<file path="config.mk">
export PLATFORM = sky130hd
export DESIGN_NAME = double_ended_queue
export DESIGN_NICKNAME = d
export VERILOG_FILES = /design/src/rtl/dq_pkg.sv /design/src/rtl/double_ended_queue.sv /design/src/rtl/dq_ctrl.sv /design/src/rtl/dq_datapath.sv
export SDC_FILE = /design/constraint.sdc
export NUM_CORES = 1
export LEC_CHECK = 0
export BUFFER_PORTS_ARGS = -buffer_cell sky130_fd_sc_hd__buf_2
export CORE_MARGIN = 2
export CORE_UTILIZATION = 45
export CTS_BUF_LIST = sky130_fd_sc_hd__clkbuf_8
export DETAILED_ROUTE_END_ITERATION = 12
export SETUP_SLACK_MARGIN = 0.05
export SYNTH_ARGS = -nofsm -noshare
export SYNTH_HDL_FRONTEND = slang
export SYNTH_SLANG_ARGS = --single-unit
</file>
<file path="constraint.sdc">
create_clock -name clk -period 5.4 [get_ports clk]
set_clock_uncertainty 0.15 [all_clocks]
set_input_delay 0.81 -clock clk [delete_from_list [all_inputs] [get_ports clk]]
set_output_delay 0.81 -clock clk [all_outputs]
set_load 0.02 [all_outputs]
</file>
<file path="src/rtl/dq_pkg.sv">
// Shared types and constants of the double-ended queue.
`default_nettype none
package dq_pkg;

	localparam int unsigned REQ_W    = 2;
	localparam int unsigned VALUE_W  = 32;
	localparam int unsigned STATUS_W = 2;
	localparam int unsigned COUNT_W  = 5;

	typedef enum logic [REQ_W-1:0] {
		REQ_PUSH_FRONT = 2'd0,
		REQ_PUSH_BACK  = 2'd1,
		REQ_POP_FRONT  = 2'd2,
		REQ_POP_BACK   = 2'd3
	} req_t;

	typedef enum logic [STATUS_W-1:0] {
		ST_OK    = 2'd0,
		ST_EMPTY = 2'd1,
		ST_FULL  = 2'd2
	} status_t;

	// Commands from the controller to the datapath.
	typedef struct packed {
		logic accept;
		logic show;
	} cmd_t;

endpackage
`default_nettype wire

</file>
<file path="src/rtl/double_ended_queue.sv">
// Top level of the bounded double-ended queue.
//
//   Channel   Handshake         Ports
//   request   start & !busy     req_type, push_value
//   result    done (strobe)     pop_value, status, entry_count
//
// Each request is accepted while start is high and busy is low; its result is
// shown for exactly one cycle, the cycle after acceptance; a new request may be
// accepted every cycle while busy is low. Popped words, status and count are
// registered. Busy is high in reset and clears on the first clock edge after it.
// The receiver cannot stall; every result must be taken in its strobe cycle.
`default_nettype none
module double_ended_queue #(
	parameter int unsigned DEPTH      = 16,
	parameter int unsigned DATA_WIDTH = 32
) (
	input  wire logic                              clk,
	input  wire logic                              arst_n,
	input  wire logic                              start,
	output logic                                   busy,
	input  wire logic [dq_pkg::REQ_W-1:0]          req_type,
	input  wire logic signed [dq_pkg::VALUE_W-1:0] push_value,
	output logic                                   done,
	output logic signed [dq_pkg::VALUE_W-1:0]      pop_value,
	output logic [dq_pkg::STATUS_W-1:0]            status,
	output logic [dq_pkg::COUNT_W-1:0]             entry_count
);

	dq_pkg::cmd_t cmd;

	dq_ctrl u_ctrl (
		.clk    (clk),
		.arst_n (arst_n),
		.start  (start),
		.busy   (busy),
		.done   (done),
		.cmd    (cmd)
	);

	dq_datapath #(
		.DEPTH      (DEPTH),
		.DATA_WIDTH (DATA_WIDTH)
	) u_datapath (
		.clk         (clk),
		.arst_n      (arst_n),
		.cmd         (cmd),
		.req_type    (req_type),
		.push_value  (push_value),
		.pop_value   (pop_value),
		.status      (status),
		.entry_count (entry_count)
	);

endmodule
`default_nettype wire

</file>
<file path="src/rtl/dq_ctrl.sv">
// Controller of the double-ended queue: request handshake and result strobe.
`default_nettype none
module dq_ctrl (
	input  wire logic        clk,
	input  wire logic        arst_n,
	input  wire logic        start,
	output logic             busy,
	output logic             done,
	output dq_pkg::cmd_t     cmd
);

	typedef enum logic [0:0] {
		S_IDLE = 1'b0,
		S_RESP = 1'b1
	} state_t;

	state_t state_q;
	logic   busy_q;
	logic   accept;

	// Busy is held high only while coming out of reset.
	assign accept = start & ~busy_q;

	always_ff @(posedge clk or negedge arst_n) begin
		if (!arst_n) begin
			state_q <= S_IDLE;
			busy_q  <= 1'b1;
		end else begin
			busy_q <= 1'b0;
			case (state_q)
				S_IDLE: begin
					if (accept) begin
						state_q <= S_RESP;
					end
				end
				S_RESP: begin
					// A new request may arrive in the same cycle the result is shown.
					if (!accept) begin
						state_q <= S_IDLE;
					end
				end
				default: begin
					state_q <= S_IDLE;
				end
			endcase
		end
	end

	assign busy       = busy_q;
	assign done       = (state_q == S_RESP);
	assign cmd.accept = accept;
	assign cmd.show   = (state_q == S_RESP);

endmodule
`default_nettype wire

</file>
<file path="src/rtl/dq_datapath.sv">
// Datapath of the double-ended queue: entry memory, pointers and result registers.
`default_nettype none
module dq_datapath #(
	parameter int unsigned DEPTH      = 16,
	parameter int unsigned DATA_WIDTH = 32
) (
	input  wire logic                          clk,
	input  wire logic                          arst_n,
	input  wire dq_pkg::cmd_t                  cmd,
	input  wire logic [dq_pkg::REQ_W-1:0]      req_type,
	input  wire logic signed [dq_pkg::VALUE_W-1:0] push_value,
	output logic signed [dq_pkg::VALUE_W-1:0]  pop_value,
	output logic [dq_pkg::STATUS_W-1:0]        status,
	output logic [dq_pkg::COUNT_W-1:0]         entry_count
);

	localparam int unsigned IW  = (DEPTH > 1) ? $clog2(DEPTH) : 1;
	localparam int unsigned CW  = $clog2(DEPTH + 1);
	localparam int unsigned SW  = CW + 1;
	localparam int unsigned PW  = (DATA_WIDTH < dq_pkg::VALUE_W) ? DATA_WIDTH : dq_pkg::VALUE_W;
	localparam int unsigned COW = (CW < dq_pkg::COUNT_W) ? CW : dq_pkg::COUNT_W;

	localparam logic [CW-1:0] DEPTH_C  = CW'(DEPTH);
	localparam logic [SW-1:0] DEPTH_S  = SW'(DEPTH);
	localparam logic [IW-1:0] LAST_IDX = IW'(DEPTH - 1);

	logic [DATA_WIDTH-1:0] mem_q [DEPTH];
	logic [DATA_WIDTH-1:0] rd_q;
	logic                  use_rd_q;
	logic [dq_pkg::STATUS_W-1:0] status_q;
	logic [IW-1:0]         front_q;
	logic [CW-1:0]         count_q;

	dq_pkg::req_t          kind;
	dq_pkg::status_t       st_nxt;
	logic                  full;
	logic                  empty;
	logic                  do_wr;
	logic                  do_rd;
	logic [IW-1:0]         slot;
	logic [IW-1:0]         front_nxt;
	logic [CW-1:0]         count_nxt;
	logic [IW-1:0]         front_dec;
	logic [IW-1:0]         front_inc;
	logic [SW-1:0]         sum_back;
	logic [SW-1:0]         sum_last;
	logic [IW-1:0]         slot_back;
	logic [IW-1:0]         slot_last;
	logic [DATA_WIDTH-1:0] wr_data;

	assign kind  = dq_pkg::req_t'(req_type);
	assign full  = (count_q == DEPTH_C);
	assign empty = (count_q == '0);

	// Circular index arithmetic; each sum stays below twice the depth where it is used.
	assign front_dec = (front_q == '0) ? LAST_IDX : front_q - IW'(1);
	assign front_inc = (front_q == LAST_IDX) ? '0 : front_q + IW'(1);
	assign sum_back  = SW'(front_q) + SW'(count_q);
	assign sum_last  = SW'(front_q) + SW'(count_q - CW'(1));
	assign slot_back = (sum_back >= DEPTH_S) ? IW'(sum_back - DEPTH_S) : IW'(sum_back);
	assign slot_last = (sum_last >= DEPTH_S) ? IW'(sum_last - DEPTH_S) : IW'(sum_last);

	always_comb begin
		wr_data = '0;
		wr_data[PW-1:0] = push_value[PW-1:0];
	end

	always_comb begin
		st_nxt    = dq_pkg::ST_OK;
		do_wr     = 1'b0;
		do_rd     = 1'b0;
		slot      = front_q;
		front_nxt = front_q;
		count_nxt = count_q;
		case (kind)
			dq_pkg::REQ_PUSH_FRONT: begin
				if (full) begin
					st_nxt = dq_pkg::ST_FULL;
				end else begin
					do_wr     = 1'b1;
					slot      = front_dec;
					front_nxt = front_dec;
					count_nxt = count_q + CW'(1);
				end
			end
			dq_pkg::REQ_PUSH_BACK: begin
				if (full) begin
					st_nxt = dq_pkg::ST_FULL;
				end else begin
					do_wr     = 1'b1;
					slot      = slot_back;
					count_nxt = count_q + CW'(1);
				end
			end
			dq_pkg::REQ_POP_FRONT: begin
				if (empty) begin
					st_nxt = dq_pkg::ST_EMPTY;
				end else begin
					do_rd     = 1'b1;
					slot      = front_q;
					front_nxt = front_inc;
					count_nxt = count_q - CW'(1);
				end
			end
			dq_pkg::REQ_POP_BACK: begin
				if (empty) begin
					st_nxt = dq_pkg::ST_EMPTY;
				end else begin
					do_rd     = 1'b1;
					slot      = slot_last;
					count_nxt = count_q - CW'(1);
				end
			end
			default: begin
				st_nxt = dq_pkg::ST_OK;
			end
		endcase
	end

	// Entry memory with a registered read port; the read register doubles as
	// the output register for popped words.
	always_ff @(posedge clk) begin
		if (cmd.accept && do_wr) begin
			mem_q[slot] <= wr_data;
		end
		if (cmd.accept && do_rd) begin
			rd_q <= mem_q[slot];
		end
	end

	always_ff @(posedge clk) begin
		if (cmd.accept) begin
			status_q <= st_nxt;
		end
	end

	always_ff @(posedge clk or negedge arst_n) begin
		if (!arst_n) begin
			front_q  <= '0;
			count_q  <= '0;
			use_rd_q <= 1'b0;
		end else if (cmd.accept) begin
			front_q  <= front_nxt;
			count_q  <= count_nxt;
			use_rd_q <= do_rd;
		end
	end

	always_comb begin
		pop_value = '0;
		if (cmd.show && use_rd_q) begin
			pop_value[PW-1:0] = rd_q[PW-1:0];
		end
	end

	always_comb begin
		entry_count = '0;
		entry_count[COW-1:0] = count_q[COW-1:0];
	end

	assign status = status_q;

endmodule
`default_nettype wire

</file>
# [Yosys cells after proc, flatten, opt, wreduce, memory -nomap -nowiden]
# Memories as Yosys holds them, arrays and structs flattened. A register that Yosys moved wholly into a read port is not among the register bits.
# Index checks and enable logic that the tools add are counted.
[word_totals] ram_bits=512 ff_bits=14 romBits=0 latchBits=0 inputBits=37 n_memories=1 out_inout_bits=41
[mem_list] name="u_datapath.mem_q" words=16 width=32 read_ports=1 rd_clocked_by_memory_dff=1 write_ports=1 line="dq_datapath.sv:27" text="logic [DATA_WIDTH-1:0] mem_q [DEPTH];"
[op_classes] n_bitwise=2 n_shift=0 n_reduce_logical=11 add_sub_neg=9 mul=0 muxes=24 eq_ne=8 magnitude_cmp=2 div_mod_pow=0
[ops] operator="32-bit 2-to-1 mux" count=1
[ops] operator="4-bit 2-to-1 mux" count=8
[ops] operator="4-bit one-hot mux with 4 select lines" count=1
[ops] operator="6-bit by 5-bit >= comparator with 1-bit output (second input constant)" count=2
[ops] operator="4-bit by 1-bit subtractor with 4-bit output (second input constant)" count=3
[ops] operator="5-bit 2-to-1 mux" count=2
[ops] operator="5-bit one-hot mux with 2 select lines" count=1
[ops] operator="1-bit 2-to-1 mux" count=8
[ops] operator="4-bit one-hot mux with 2 select lines" count=1
[ops] operator="4-bit by 5-bit adder with 6-bit output" count=1
[ops] operator="4-bit by 6-bit adder with 6-bit output" count=1
[ops] operator="2-bit inequality test (second input constant)" count=3
[ops] operator="3-bit AND reduction" count=2
[ops] operator="5-bit by 1-bit subtractor with 6-bit output (second input constant)" count=1
[ops] operator="5-bit by 1-bit adder with 5-bit output (second input constant)" count=1
[ops] operator="5-bit == test (second input constant)" count=1
[ops] operator="5-bit logical NOT" count=1
[ops] operator="5-bit by 1-bit subtractor with 5-bit output (second input constant)" count=1
[ops] operator="4-bit by 1-bit adder with 4-bit output (second input constant)" count=1
[ops] operator="2-bit == test (second input constant)" count=2
[ops] operator="4-bit == test (second input constant)" count=1
[ops] operator="4-bit logical NOT" count=1
[ops] operator="2-bit one-hot mux with 2 select lines" count=1
[ops] operator="2-bit OR reduction" count=2
[ops] operator="other kinds (7)" count=9

# [Longest topological paths before layout]
# Gate-level depths: netlist (run 1).
[depth] ltp_word=6 depth_mapped=15

# [Cells and area by module]
# A second synthesis (run 1) with hierarchy kept.
[hier_totals] cells_unflattened=1522 hier_area_um2=23206.0
[by_module_without_submodules] mod="dq_datapath" area_each_um2=23122.2 cells_per_inst=1516 instances=1
[by_module_without_submodules] mod="dq_ctrl" area_each_um2=83.8 cells_per_inst=6 instances=1

# [Least setup slack after synthesis (run 1)]
# No wires, ideal clock.
[synth_path] path_type="flip-flop to flip-flop" startpoint="reg u_datapath.count_q[1], in the netlist u_datapath.entry_count[1]" endpoint="mem u_datapath.mem_q[0][0], enable pin" slack_ns=0.621 stages_incl_launch_ff=14 n_path_buf=1 setup_time_ns=0.421 t_arrival_ns=4.208 cell_sequence="dfrtp_1 inv_1 ha_1 inv_1 ha_1 inv_1 fa_1 xnor3_1 o211ai_2 mux2_1 o311ai_4 o21ai_4 buf_2 nor2_1"
[synth_via] elab_chain_cells=6 elab_cells_between_ends=20
[synth_rtl] item="start: declaration" line="dq_datapath.sv:32" text="logic [CW-1:0] count_q;"
[synth_rtl] item="start signal: assignment" line="dq_datapath.sv:144" text="count_q <= count_nxt;"
[synth_rtl] item="5-bit by 1-bit subtractor with 6-bit output / 5-bit == test (equally long branches)" line="dq_datapath.sv:59, dq_datapath.sv:52"
[synth_rtl] item="4-bit by 6-bit adder with 6-bit output / 1-bit 2-to-1 mux (equally long branches)" line="dq_datapath.sv:59, dq_datapath.sv:77, dq_datapath.sv:87"
[synth_rtl] item="6-bit by 5-bit >= comparator with 1-bit output (tied with other cells)" line="dq_datapath.sv:61" text="assign slot_last = (sum_last >= DEPTH_S) ? IW'(sum_last - DEPTH_S) : IW'(sum_last);"
[synth_rtl] item="4-bit 2-to-1 mux / 1-bit logical AND (equally long branches)" line="dq_datapath.sv:61, dq_datapath.sv:123"
[synth_rtl] item="4-bit 2-to-1 mux / 1-bit 2-to-1 mux (equally long branches)" line="dq_datapath.sv:106, dq_datapath.sv:123"
[synth_rtl] item="4-bit one-hot mux with 4 select lines / 1-bit 2-to-1 mux (equally long branches)" line="dq_datapath.sv:75, dq_datapath.sv:124"
[synth_rtl] item="end: declaration" line="dq_datapath.sv:27"
# Parallel ways exist; a longest one is shown, timed or not.

# [Worst setup path after layout (run 1)]
[layout_path] startpoint="reg u_datapath.front_q[1]" endpoint="mem u_datapath.mem_q[0][6], enable pin"
[layout_via] elab_chain_cells=5 elab_cells_between_ends=15
[layout_rtl] item="start: declaration" line="dq_datapath.sv:31" text="logic [IW-1:0] front_q;"
[layout_rtl] item="start signal: assignment" line="dq_datapath.sv:143" text="front_q <= front_nxt;"
[layout_rtl] item="4-bit by 6-bit adder with 6-bit output / 4-bit by 5-bit adder with 6-bit output (equally long branches)" line="dq_datapath.sv:59, dq_datapath.sv:58"
[layout_rtl] item="6-bit by 5-bit >= comparator with 1-bit output (tied with other cells)" line="dq_datapath.sv:61"
[layout_rtl] item="4-bit 2-to-1 mux, on equally long branches" line="dq_datapath.sv:61, dq_datapath.sv:60"
[layout_rtl] item="4-bit 2-to-1 mux, on equally long branches" line="dq_datapath.sv:106, dq_datapath.sv:87"
[layout_rtl] item="4-bit one-hot mux with 4 select lines *" line="dq_datapath.sv:75" text="case (kind)"
# Mark *: on every way between the ends. The rest lies on a longest branch, timed or not.

==> impl_results.md, run 1 <==
- Status: complete, no violations
- Filler cell count: 4,369
- CTS tree: built
- Lkg Pwr: approximately 8.6 nW
- Placeable Area: a little over 50,000 um^2
- Hold Startpoint: push_value[20]
- Final worst-path cycle share: a little over four fifths
- GRT Total Usage: around 22%
- Io pins: 78
- Critical Path RT: between 5 and 6 ns
- Fraction of layout instances using a drive strength above 1: between 10% and 20%
- GR Overflow Total: 0
- P&R area growth vs syn: 11.87%
- Top-area cell type share of the netlist area: a little over two thirds
- VDD IR max: around 0.66 mV
- ANT nets after route: 0
- Post-synth top cells: edfxtp_1, nand2_1, o21ai_0
- Post-synthesis sequential area ratio: 71.64%
- GPL Wtd Cong: 0.8139
- Leading area contributor after synthesis: edfxtp_1
- Max-Cap Viols: 0
- Worst hold margin: 0.3898 ns
- Endpoint class of the critical path: flop
- Cells after Synth: 1,603
- Ys flop type: edfxtp_1
- Crit path DAT: 4.66 ns
- Post-route DRC: 0
- R2R Path Start: u_datapath.front_q[1]
- RSZ-0062 raised after global routing: no
- PD cells: 622.8 nW/um^2
- Fmax: roughly 0.22 GHz
- Total number of vias: between 10,000 and 15,000
- CP Launch Type: flop
- Worst-Margin Slew: around 1.1 ns
- Setup TNS: 0 ns
- Worst R2R End: u_datapath.mem_q[0][6]
- Final non-filler cell area: 26,080 um^2
- Rows: 83
- Initial Util: roughly 45%
- Sink Count: 558
- First-pass GRT wire length: 89.03 mm
- Unique cell type count in the Yosys netlist: 67
- Die area: roughly 54,000 um^2
- Layout net count: between 1,500 and 2,000
- Hold EP: u_datapath.mem_q[12][20]
- Final Hold Violating Endpoints: 0
- Detail Placement HPWL: ~32 mm
- Clock buffer depth: 3
- Post-synth EDFFs: about 550
- Post-CTS setup buffers: 0
- Vias/cell: approximately 6.0
- Yosys warns: 0
- Min Tclk post-route: around 4.5 ns
- HP Class: input pin to flop
- Clock slew at reported path FFs: roughly 0.060 ns
- Drt pass-1 iters: 5
- Num CTS Buffers: 90
- Vias in the first global route: approximately 14,000
- Hold depth: 1
- Post-synth ARST share: about 2.2%
- Final Max Tran Viols: 0
- Largest net degree at the start of global routing: 125
- Worst setup margin: between 0.8 and 0.9 ns
- Pre-CTS WS: around 0.9 ns
- Area contributors post-synth: edfxtp_1, a31oi_1, nand2_1, o21ai_0, a32o_1
- Die Ht: between 200 and 250 um
- Relative slew slack: 25.02%
- Syn nets: approximately 1,700
- Post-synth design cell area: around 23,000 um^2
- Initial antenna violation count: 1
- Avg Inst Size Synth: ~15 um^2
- Die W: 231.6 um
- R2r worst-path depth: 13
- Synth Register Bits: between 500 and 600
- Most frequent cell after synthesis: edfxtp_1
- Detailed Route Iter0 Violations: roughly 1,200
- Post-Route WL: between 50 and 60 mm
- Worst Setup Path Type: flop to flop
- Dpl cells: 2,267
- Htree depth: 3
- Placement Cell Area: 24,470 um^2
- CP Max Fanout: 19
- WL per Instance: roughly 24 um
- Final Setup Violations: 0
- Worst R2R Setup Slack: 0.89 ns
- Root Driver: clkbuf_8
- Non-Filler Instances: around 2,400
- I/O Buffers: 77
- Clock Latency Late Sink: ~0.66 ns
## kinds of logic after synthesis
family | share of synthesized area (%)
other | 0.01609
adders and majority gates | 0.9018
AOI/OAI and AO/OA | 17.45
muxes | 0.2255
and+or+nand+nor | 6.034
buffers and inverters | 3.339
DFF | 71.64
xor gates and xnor gates | 0.3972
## area by class of cell
cell class / count / area, um^2 / share of cell area, %
Timing Repair Buffer: 125 / 885.9 / 3.397
Sequential cell: 558 / 16700 / 64.04
Clock inverter: 70 / 316.6 / 1.214
Multi-Input combinational cell: 890 / 5986 / 22.96
Tap cell: 680 / 850.8 / 3.263
Clock buffer: 93 / 1280 / 4.909
Antenna cell: 1 / 2.502 / 0.009597
Inverter: 15 / 56.30 / 0.2159
## what timing repair did
| action | 4_1_cts | 5_1_grt |
|---|---|---|
| endpoints found under the hold margin | 11 | 0 |
| gates resized for setup | 0 | 0 |
| hold buffers | 1 | 0 |
## critical path: stages, from the launching register on
cell	delay, ns
dfrtp_1	0.55
inv_1	0.20
ha_1	0.33
inv_1	0.06
ha_1	0.13
inv_1	0.06
fa_1	0.43
xnor3_1	0.23
o211ai_2	0.09
mux2_1	0.38
o311ai_4	0.16
o21ai_4	0.28
nor2_4	0.57
buf_4	0.50
## per-stage QoR
step / utilization, % / power (mW)
2_1_floorplan: - / 11.16
3_3_place_gp: 47.69 / 12.97
3_5_place_dp: 47.69 / 13.02
4_1_cts: 50.82 / 16.31
5_1_grt: 50.83 / 17.13
6_report: 50.83 / 16.24
## per-layer routing
layer | global-route usage (%) | vias up | wire [um] | part of all wire, %
met1 | 31.17 | 7444 | 26240 | 44
met4 | 7.732 | 0 | 1448 | 2.4
met2 | 34.87 | 483 | 28100 | 47
li1 | - | 6544 | - | -
met5 | 0 | - | 0 | 0
met3 | 3.765 | 91 | 3593 | 6.1
## how the worst max path moves through the flow
stage / startpoint / end / cells past startpoint
after global routing: u_datapath.front_q[1] / u_datapath.mem_q[0][26] / 13
after detailed placement: u_datapath.front_q[1] / u_datapath.mem_q[0][23] / 13
final: u_datapath.front_q[1] / u_datapath.mem_q[0][6] / 13
after global placement: u_datapath.front_q[1] / u_datapath.mem_q[0][0] / 13
after floorplan: u_datapath.entry_count[1] / u_datapath.mem_q[0][0] / 13
after CTS: u_datapath.front_q[1] / u_datapath.mem_q[0][27] / 13
## registers in the layout (all words and copies together) (netlist names)
| register | count |
|---|---|
| u_ctrl.done | 1 |
| u_datapath.use_rd_q | 1 |
| u_datapath.status | 2 |
| u_ctrl.busy | 1 |
| u_datapath.rd_q | 32 |
| u_datapath.front_q | 4 |
| u_datapath.mem_q | 512 |
| u_datapath.entry_count | 5 |
## placed cells by master (no fill, tap or decap), types with 5 or more instances in the layout
cell      count
nor2_4       16
ha_1         12
o221ai_2     27
a21oi_1      78
inv_1        51
clkinv_1     24
buf_4        36
nor3_1        7
a22oi_2      29
o221ai_1      7
buf_12       11
a31oi_1     126
and3_1       34
buf_2        77
o21ai_1       5
xnor2_1       5
clkbuf_8     93
nand2_1     208
edfxtp_1    546
dfrtp_1      11
o21ai_0     127
nand3_1       9
a22oi_1      67
nor2_1        8
a32o_1       62
## power by group
| part | internal [mW] | total, mW | leakage (nW) | switching (mW) |
|---|---|---|---|---|
| combinational | 2.67 | 7.64 | 2.60 | 4.97 |
| sequential | 5.20 | 5.34 | 5.07 | 0.139 |
| clock | 1.64 | 3.27 | 0.945 | 1.63 |
| total | 9.51 | 16.2 | 8.61 | 6.73 |
Note: power is estimated with default switching activity, not from simulation.
==> run 2: changes to the inputs <==
==> constraint.sdc (replaced) <==
create_clock -name clk -period 3.8 [get_ports clk]
set_clock_uncertainty 0.15 [all_clocks]
set_input_delay 0.57 -clock clk [delete_from_list [all_inputs] [get_ports clk]]
set_output_delay 0.57 -clock clk [all_outputs]
set_load 0.02 [all_outputs]
==> impl_results.md, run 2 (synthesis results as in run 1) <==
- Status: complete, no violations
- R2r worst-path depth: 15
- Post-Route WL: 63.14 mm
- Worst setup margin: around 0.19 ns
- Fmax: 0.2770 GHz
- CP Launch Type: flop
- Commonest cells after routing, fill and taps aside: edfxtp_1, nand2_1, o21ai_0
- Worst R2R Setup Slack: 0.19 ns
- Relative slew slack: 28.13%
- R2R Path Start: u_datapath.entry_count[1]
- Clock Latency Late Sink: around 0.67 ns
- First-pass GRT wire length: 94.30 mm
- Max FFs per register: 512
- Endpoint class of the critical path: flop
- Lkg Pwr: approximately 9 nW
- Clock slew at reported path FFs: around 0.060 ns
- Clock buffer depth: 3
- CTS tree: built
- PD cells: around 900 nW/um^2
- GRT Total Usage: between 20% and 30%
- Detail Placement HPWL: roughly 37 mm
- Fraction of layout instances using a drive strength above 1: about 22%
- Placeable Area: 51,300 um^2
- Hold EP: u_datapath.mem_q[8][31]
- Initial Util: 45.43%
- I/O Buffers: 77
- VDD IR max: ~0.87 mV
- HP Class: input pin to flop
- Vias in the first global route: 14,650
- Num CTS Buffers: slightly above 90
- Hold Startpoint: push_value[31]
- Detailed Route Iter0 Violations: about 1,600
- RSZ-0062 raised after global routing: yes
- P&R area growth vs syn: 15.94%
- Htree depth: 3
- ANT nets after route: 0
- CP Max Fanout: 19
- Pre-CTS WS: -0.1456 ns
- Die W: 231.6 um
- GPL Wtd Cong: about 0.8
- Vias/cell: roughly 6.0
- Io pins: 78
- Largest net degree at the start of global routing: just over 80
- Final Hold Violating Endpoints: 0
- Crit path DAT: between 3 and 4 ns
- Die area: ~54,000 um^2
- Min Tclk post-route: approximately 3.6 ns
- Drt pass-1 iters: 6
- Final worst-path cycle share: 95.00%
- Root Driver: clkbuf_8
- Rows: 83
- Hold depth: 1
- GR Overflow Total: 0
- Worst R2R End: u_datapath.mem_q[13][9]
- Critical Path RT: 4.00 ns
- Worst Setup SP: u_datapath.entry_count[1]
- Final core occ: 52.68%
- Post-route DRC: 0
- Largest Register: u_datapath.mem_q
- WL per Instance: roughly 25 um
- Die Ht: between 200 and 250 um
- Total number of vias: roughly 15,000
- Sink Count: 558
- Worst-Margin Slew: 1.078 ns
- Final Setup Violations: 0
- Layout net count: 1,787
- Worst Setup Path Type: flop to flop
- Commonest non-fill, non-tap cell in the layout: edfxtp_1
- Max-Cap Viols: 0
- Final Max Tran Viols: 0
- Initial antenna violation count: 1
[run 2: changes by cell type in the layout (fill, tap and decap cells not counted), moves of 4 or more]
cell,change
bufinv_16,+4
buf_4,+17
buf_12,+30
inv_1,-7
buf_6,+6
clkinv_2,+5
[run 2: metal layers]
layer	up-vias	global-route usage [%]	part of all wire, %
li1	6665	-	-
met1	7580	32.61	44
met2	606	37.64	48
met3	111	3.789	6.1
met4	0	8.614	2.6
met5	-	0	0
[run 2: final cells by class]
class	instances	area (um^2)
fill	4319	24280
tap	680	850.8
inverter	15	56.30
clock buffer	94	1294
timing repair buffer	179	1707
clock inverter	70	425.4
sequential	558	16700
multi-input combinational	890	5991
antenna	1	2.502
[run 2: worst max-delay path: stages (launching register included)]
cell and delay (ns):
dfrtp_2 0.40, inv_1 0.07, ha_1 0.24, inv_1 0.06
ha_1 0.14, inv_1 0.06, fa_1 0.42, xnor3_1 0.23
o211ai_2 0.09, mux2_2 0.27, o311ai_4 0.13, buf_4 0.20
nor2_1 0.17, nand2_2 0.20, nor2_4 0.20, buf_12 0.23
[run 2: timing repair]
action | in CTS | in global routing
hold endpoints to repair | 12 | 0
gates resized for setup | 0 | 9
hold buffers | 1 | 0
cloned | 0 | 1
buffers inserted | 5 | 3
pin swaps | 2 | 2
setup endpoints to repair | 32 | 286
[run 2: worst max path at each step]
stage | endpoint | slack [ns]
final | u_datapath.mem_q[13][9] | 0.19
after CTS | u_datapath.mem_q[14][12] | 0.06
after detailed placement | u_datapath.rd_q[2] | -0.15
after global placement | u_datapath.rd_q[2] | -0.06
after global routing | u_datapath.mem_q[13][24] | 0.05
after floorplan | u_datapath.mem_q[12][0] | 0.03
[run 2: per-stage QoR]
| stage | instances | total power, mW | instance area [um^2] | setup TNS [ns] | hold slack (ns) |
|---|---|---|---|---|---|
| finish | 2487 | 24.73 | 27020 | 0 | 0.1450 |
| global route | 2487 | 26.09 | 27020 | 0 | 0.1229 |
| CTS | 2482 | 24.66 | 26930 | 0 | 0.09146 |
| detailed placement | 2312 | 19.48 | 25130 | -2.081 | 0.3314 |
| global placement | 2312 | 19.37 | 25130 | -0.9359 | 0.3269 |
| floorplan | 1603 | 15.99 | 23450 | 0 | 0.1244 |
[run 2: power by group]
part,switching [mW],internal (mW),total [mW],leakage [nW]
Combinational,7.55,4.66,12.2,2.99
Clock,2.33,2.63,4.97,0.987
Sequential,0.168,7.39,7.56,5.06
Total,10.1,14.7,24.7,9.04
